### config.mk
export PLATFORM = sky130hd
export DESIGN_NAME = pscs_ctrl
export DESIGN_NICKNAME = d
export VERILOG_FILES = /design/src/hw/rtl/pscs_pkg.sv /design/src/hw/rtl/pscs_ctrl.sv
export SDC_FILE = /design/constraint.sdc
export NUM_CORES = 1
export LEC_CHECK = 0
export BUFFER_PORTS_ARGS = -buffer_cell sky130_fd_sc_hd__buf_4
export CAP_MARGIN = 25
export CORE_AREA = 2 2 39 41
export DETAILED_ROUTE_END_ITERATION = 8
export DIE_AREA = 0 0 41 43
export GPL_ROUTABILITY_DRIVEN = 0
export PLACE_DENSITY = 0.34
export REMOVE_ABC_BUFFERS = 1
export SYNTH_ARGS = -nofsm -noshare
export SYNTH_HDL_FRONTEND = slang
export SYNTH_SLANG_ARGS = --single-unit
### constraint.sdc
create_clock -name clk_i -period 1.15 [get_ports clk_i]
set_input_delay 0.23 -clock clk_i [delete_from_list [all_inputs] [get_ports clk_i]]
set_output_delay 0.23 -clock clk_i [all_outputs]
set_load 0.02 [all_outputs]
### src/hw/rtl/pscs_pkg.sv
// ----------------------------------------------------------------------------
// pscs_pkg
// Shared types and codes for the packed small counter store.
// ----------------------------------------------------------------------------
package pscs_pkg;

  // Request kinds.
  localparam logic [1:0] KIND_READ  = 2'd0;
  localparam logic [1:0] KIND_WRITE = 2'd1;
  localparam logic [1:0] KIND_DEC   = 2'd2;

  // Result status codes.
  localparam logic [1:0] STAT_OK    = 2'd0;
  localparam logic [1:0] STAT_RANGE = 2'd1;
  localparam logic [1:0] STAT_WIDE  = 2'd2;
  localparam logic [1:0] STAT_UNDER = 2'd3;

  // Entry width modes.
  localparam logic [1:0] MODE_4BIT = 2'd0;
  localparam logic [1:0] MODE_6BIT = 2'd1;
  localparam logic [1:0] MODE_8BIT = 2'd2;

  // Configuration register indexes.
  localparam logic REG_WIDTH_MODE  = 1'b0;
  localparam logic REG_ENTRY_COUNT = 1'b1;

  // Controller states.
  typedef enum logic [1:0] {
    ST_CLEAR,
    ST_IDLE,
    ST_EXEC
  } pscs_state_e;

  // Commands from the controller to the datapath.
  typedef struct packed {
    logic clear;
    logic accept;
    logic exec;
  } pscs_cmd_t;

  // Status from the datapath to the controller.
  typedef struct packed {
    logic clear_last;
  } pscs_stat_t;

endpackage

### src/hw/rtl/pscs_ctrl.sv
// ----------------------------------------------------------------------------
// pscs_ctrl
// Controller: clearing pass, request handshake and result valid.
// ----------------------------------------------------------------------------
module pscs_ctrl (
  input  logic                clk_i,
  input  logic                rst_ni,
  input  logic                in_valid_i,
  output logic                in_ready_o,
  output logic                out_valid_o,
  input  logic                out_ready_i,
  input  pscs_pkg::pscs_stat_t stat_i,
  output pscs_pkg::pscs_cmd_t  cmd_o
);

  pscs_pkg::pscs_state_e state_q, state_d;
  logic                  out_valid_q, out_valid_d;
  logic                  ready;

  // State and result valid registers.
  always_ff @(posedge clk_i or negedge rst_ni) begin
    if (!rst_ni) begin
      state_q     <= pscs_pkg::ST_CLEAR;
      out_valid_q <= 1'b0;
    end else begin
      state_q     <= state_d;
      out_valid_q <= out_valid_d;
    end
  end

  // Next state.
  always_comb begin
    state_d = state_q;
    case (state_q)
      pscs_pkg::ST_CLEAR: begin
        if (stat_i.clear_last) begin
          state_d = pscs_pkg::ST_IDLE;
        end
      end
      pscs_pkg::ST_IDLE: begin
        if (in_valid_i && ready) begin
          state_d = pscs_pkg::ST_EXEC;
        end
      end
      pscs_pkg::ST_EXEC: begin
        state_d = pscs_pkg::ST_IDLE;
      end
      default: begin
        state_d = pscs_pkg::ST_CLEAR;
      end
    endcase
  end

  // Outputs. A new word is taken once the result register is free or is
  // being drained in the same cycle.
  always_comb begin
    ready         = 1'b0;
    cmd_o.clear   = 1'b0;
    cmd_o.accept  = 1'b0;
    cmd_o.exec    = 1'b0;
    case (state_q)
      pscs_pkg::ST_CLEAR: begin
        cmd_o.clear = 1'b1;
      end
      pscs_pkg::ST_IDLE: begin
        ready        = !out_valid_q || out_ready_i;
        cmd_o.accept = in_valid_i && ready;
      end
      pscs_pkg::ST_EXEC: begin
        cmd_o.exec = 1'b1;
      end
      default: begin
        ready = 1'b0;
      end
    endcase
  end

  // Result valid is set when a request finishes and dropped when taken.
  always_comb begin
    out_valid_d = out_valid_q;
    if (cmd_o.exec) begin
      out_valid_d = 1'b1;
    end else if (out_ready_i) begin
      out_valid_d = 1'b0;
    end
  end

  assign in_ready_o  = ready;
  assign out_valid_o = out_valid_q;

endmodule

* Word level (Yosys, flattened, before mapping)
Index checks and enable logic that the tools add are counted.
** Storage, ports and cells
- Register bits :: 3
- Input bits :: 5
- Output and inout port bits :: 5
- Logic and storage cells :: 22
** Operators by class
- Equality and inequality tests :: 4
- Mux-type cells :: 9
- Reduce and logical (&&, ||, !) cells :: 7
** Operators by type and width (number)
- $mux W1 :: 6
- $pmux W2 S3 :: 1
- $mux W2 :: 2
- $ne A2 B2 Y1 const B :: 2
- $eq A2 B1 Y1 const B :: 1
- $eq A2 B2 Y1 const B :: 1
- $logic_and A1 B1 Y1 :: 2
- $logic_not A2 Y1 :: 1
- $reduce_and A2 Y1 :: 1
- $reduce_bool A2 Y1 :: 1
- $logic_not A1 Y1 :: 1
- $logic_or A1 B1 Y1 :: 1

* Logic depth before layout (Yosys ltp)
- Depth in word-level cells :: 6
- Depth in mapped cells :: 3
- Gate-level depth less buffers :: 3

* Worst setup path before layout
Ideal clock, no wire load.
- Path type :: reg2out
- Start :: reg out_valid_q (netlist: out_valid_o)
- End :: out cmd_o[1] (netlist bit)
- Arrival :: 1051 ps
- Data required time :: 920 ps
- Slack :: -131 ps
- Cell stages (with the launch flop) :: 4
- Path buffers :: 0
- Path through :: dfrtp_1 > nand2b_4 > and3b_4 > and2_1
** RTL lines
- start: declaration :: line pscs_ctrl.sv:17 : logic out_valid_q, out_valid_d;
- start signal: assignment :: line pscs_ctrl.sv:27 : out_valid_q <= out_valid_d;
- end: declaration :: line pscs_ctrl.sv:13 : output pscs_pkg::pscs_cmd_t cmd_o

==> qor.txt <==
status: finished with violations
failing checks: setup timing
total half-perimeter wirelength after legalization and detailed placement: 294 µm
vias in the first global route: 152
required arrival time at the worst endpoint: 0.92 ns
headroom to the max-slew limit: 89.8%
clk sinks: 3
Clk Latency, worst-skew pair: 0.24 ns
Vias/cell: 3.30
standard-cell rows: 14
die boundary width: 41 µm
maximum capacitance violations: 0
Hold Crit Class: in -> reg
flip-flop and latch count after synthesis: 3
number of pins with negative max-slew slack in the final report: 0
RSZ-0062 raised after global routing: yes
hold slack final: 0.242 ns
post-synthesis sequential area ratio: 47.6%
TritonCTS clock tree: yes
warning count from the yosys run: 0
Worst Path Class, Setup: reg -> out
final hold vios: 0
Worst Setup End Kind: primary output
number of antenna violations at the first check in global routing: 0
grt met3 use: 6.28%
maximum ir drop on the vdd rail: 1150 µV
WL final: 411 µm
category of the worst setup path launch point: register
placeable core region: 1380 µm²
total of endpoints with negative setup slack in the final report: 4
highest-utilization routing layer at the global route stage: met1
TritonCTS Buffers: 3
H-tree lvl count: 1
part of the cycle the worst path needs: 122%
total negative slack: -0.722 ns
Post-Place Setup Slack: -0.0426 ns
Fmax: 712 MHz
utilization of the core after routing: 24.6%
port buffer count: 9
clock slew at the register clock pins of the worst setup and hold paths: 0.04 ns
largest fanout on the critical path: 3
GRT Overall Usage: 5.93%
number of DRC violations after detailed routing: 0
TritonRoute pass-1 iters: 2
I/O pins: 10
worst endpoint data arrival time: 1.17 ns
effective utilization at floorplan: 11.4%
met1 Use GR: 7.10%
fraction of final layout cells sized beyond drive strength 1: 71.0%
1st-iter DRT viols: 3
met2 Resource Use GR: 5.00%
Routed WL per cell: 8.74 µm
average cell area after synthesis: 11.3 µm²
remaining number of nets flagged by the antenna check after routing: 0
cell area after synthesis: 158 µm²
global-route wire length before repair: 614 µm
most frequent standard cell in the layout excluding fill and tap cells: sky130_fd_sc_hd__buf_4
total power density per cell area: 2910 nW/µm²
Worst Tran Pin Value: 0.152 ns
height of the die: 43 µm
total via count in the routed design: 155
maximum number of pins on one net before global-route repair: 5
static leakage: 0.168 nW
antenna diode instance count: 0
clk_skew: 0.00135 ns
final critical-path setup slack: -0.254 ns
setup slack on the worst flop-to-flop path: 0.17 ns
highest-count cells in the layout ignoring fill and taps: sky130_fd_sc_hd__buf_4, sky130_fd_sc_hd__buf_6, sky130_fd_sc_hd__clkbuf_4, sky130_fd_sc_hd__dfrtp_1, sky130_fd_sc_hd__and2_4
Yosys cell types: 12
Area Overhead vs Synth: 116%
Net count, final: 37
synthesized netlist cell count: 14
fin crit period: 1.40 ns
die area: 1760 µm²
maximum buffer depth of the clock tree: 2
clock root buffer: sky130_fd_sc_hd__clkbuf_4
Remaining Overflow, GRT: 0
-- layer usage --
layer  wire length, µm  part of all wire (%)  vias to the layer above
met1               196                    48                       61
li1                  -                     -                       78
met5                 0                     0                        -
met4                11                   2.7                        0
met2               126                    31                       13
met3                77                    19                        3
-- worst paths after layout --
| check | cells after the start | start | end |
|---|---|---|---|
| max | 4 | out_valid_o | cmd_o[1] |
| min | 2 | in_valid_i | state_q[1] |
| max reg2reg | 4 | state_q[1] | out_valid_o |
| min reg2reg | 2 | out_valid_o | out_valid_o |
| max in group asynchronous | 2 | rst_ni | state_q[1] |
| min in group asynchronous | 2 | rst_ni | out_valid_o |
-- sequential cells by signal, indices dropped and copies added (netlist names) --
signal,cells
out_valid_o,1
state_q,2
-- critical path, stage by stage (launching register included) --
cell,delay (ns)
sky130_fd_sc_hd__dfrtp_1,0.39
sky130_fd_sc_hd__nand2b_4,0.08
sky130_fd_sc_hd__and3b_4,0.22
sky130_fd_sc_hd__and2_4,0.14
sky130_fd_sc_hd__buf_6,0.10
-- logic make-up after synthesis --
logic type             count (synthesis)  share of synthesized area, %
flip-flops                             3                          47.6
buffers and inverters                  1                          4.76
AO/OA/AOI/OAI                          2                          7.94
AND/OR/NAND/NOR                        8                          39.7
-- stage by stage --
stage	total power [mW]	instances	instance area [µm²]
5_1_grt	1.05	47	340
3_3_place_gp	0.633	40	253
3_5_place_dp	0.638	40	253
6_report	0.990	47	340
4_1_cts	0.955	46	324
2_1_floorplan	0.434	13	150
-- Yosys cell counts --
library cell | count | area, µm²
sky130_fd_sc_hd__buf_4 | 1 | 7.51
sky130_fd_sc_hd__and2_1 | 1 | 6.26
sky130_fd_sc_hd__nor3_1 | 1 | 5.00
sky130_fd_sc_hd__nor2_1 | 1 | 3.75
sky130_fd_sc_hd__nand2b_4 | 1 | 13.8
sky130_fd_sc_hd__nor2b_1 | 1 | 6.26
sky130_fd_sc_hd__and2_4 | 1 | 8.76
sky130_fd_sc_hd__nand2b_1 | 1 | 6.26
sky130_fd_sc_hd__a21oi_1 | 1 | 5.00
sky130_fd_sc_hd__a21o_1 | 1 | 7.51
sky130_fd_sc_hd__dfrtp_1 | 3 | 75.1
sky130_fd_sc_hd__and3b_4 | 1 | 12.5
-- what timing repair did --
| action | 4_1_cts | 5_1_grt |
|---|---|---|
| cloned | 0 | 0 |
| resized for setup | 8 | 2 |
| hold buffers | 1 | 0 |
| setup endpoints to repair | 4 | 4 |
| endpoints found under the hold margin | 3 | 0 |
| setup buffers | 1 | 1 |
| pin swaps | 2 | 0 |
-- final cells by class --
class	instances	area [µm²]
flip-flops and latches	3	75.1
well taps	16	20.0
repair buffers	14	126
multi-input cells	10	92.6
fillers	148	1040
clock buffers	4	26.3
-- power by group --
part	internal (mW)	switching, mW	total, mW
Clock	0.130	0.0580	0.188
Sequential	0.152	0.0347	0.187
Combinational	0.350	0.266	0.616
(Power assumes the default switching activity.)
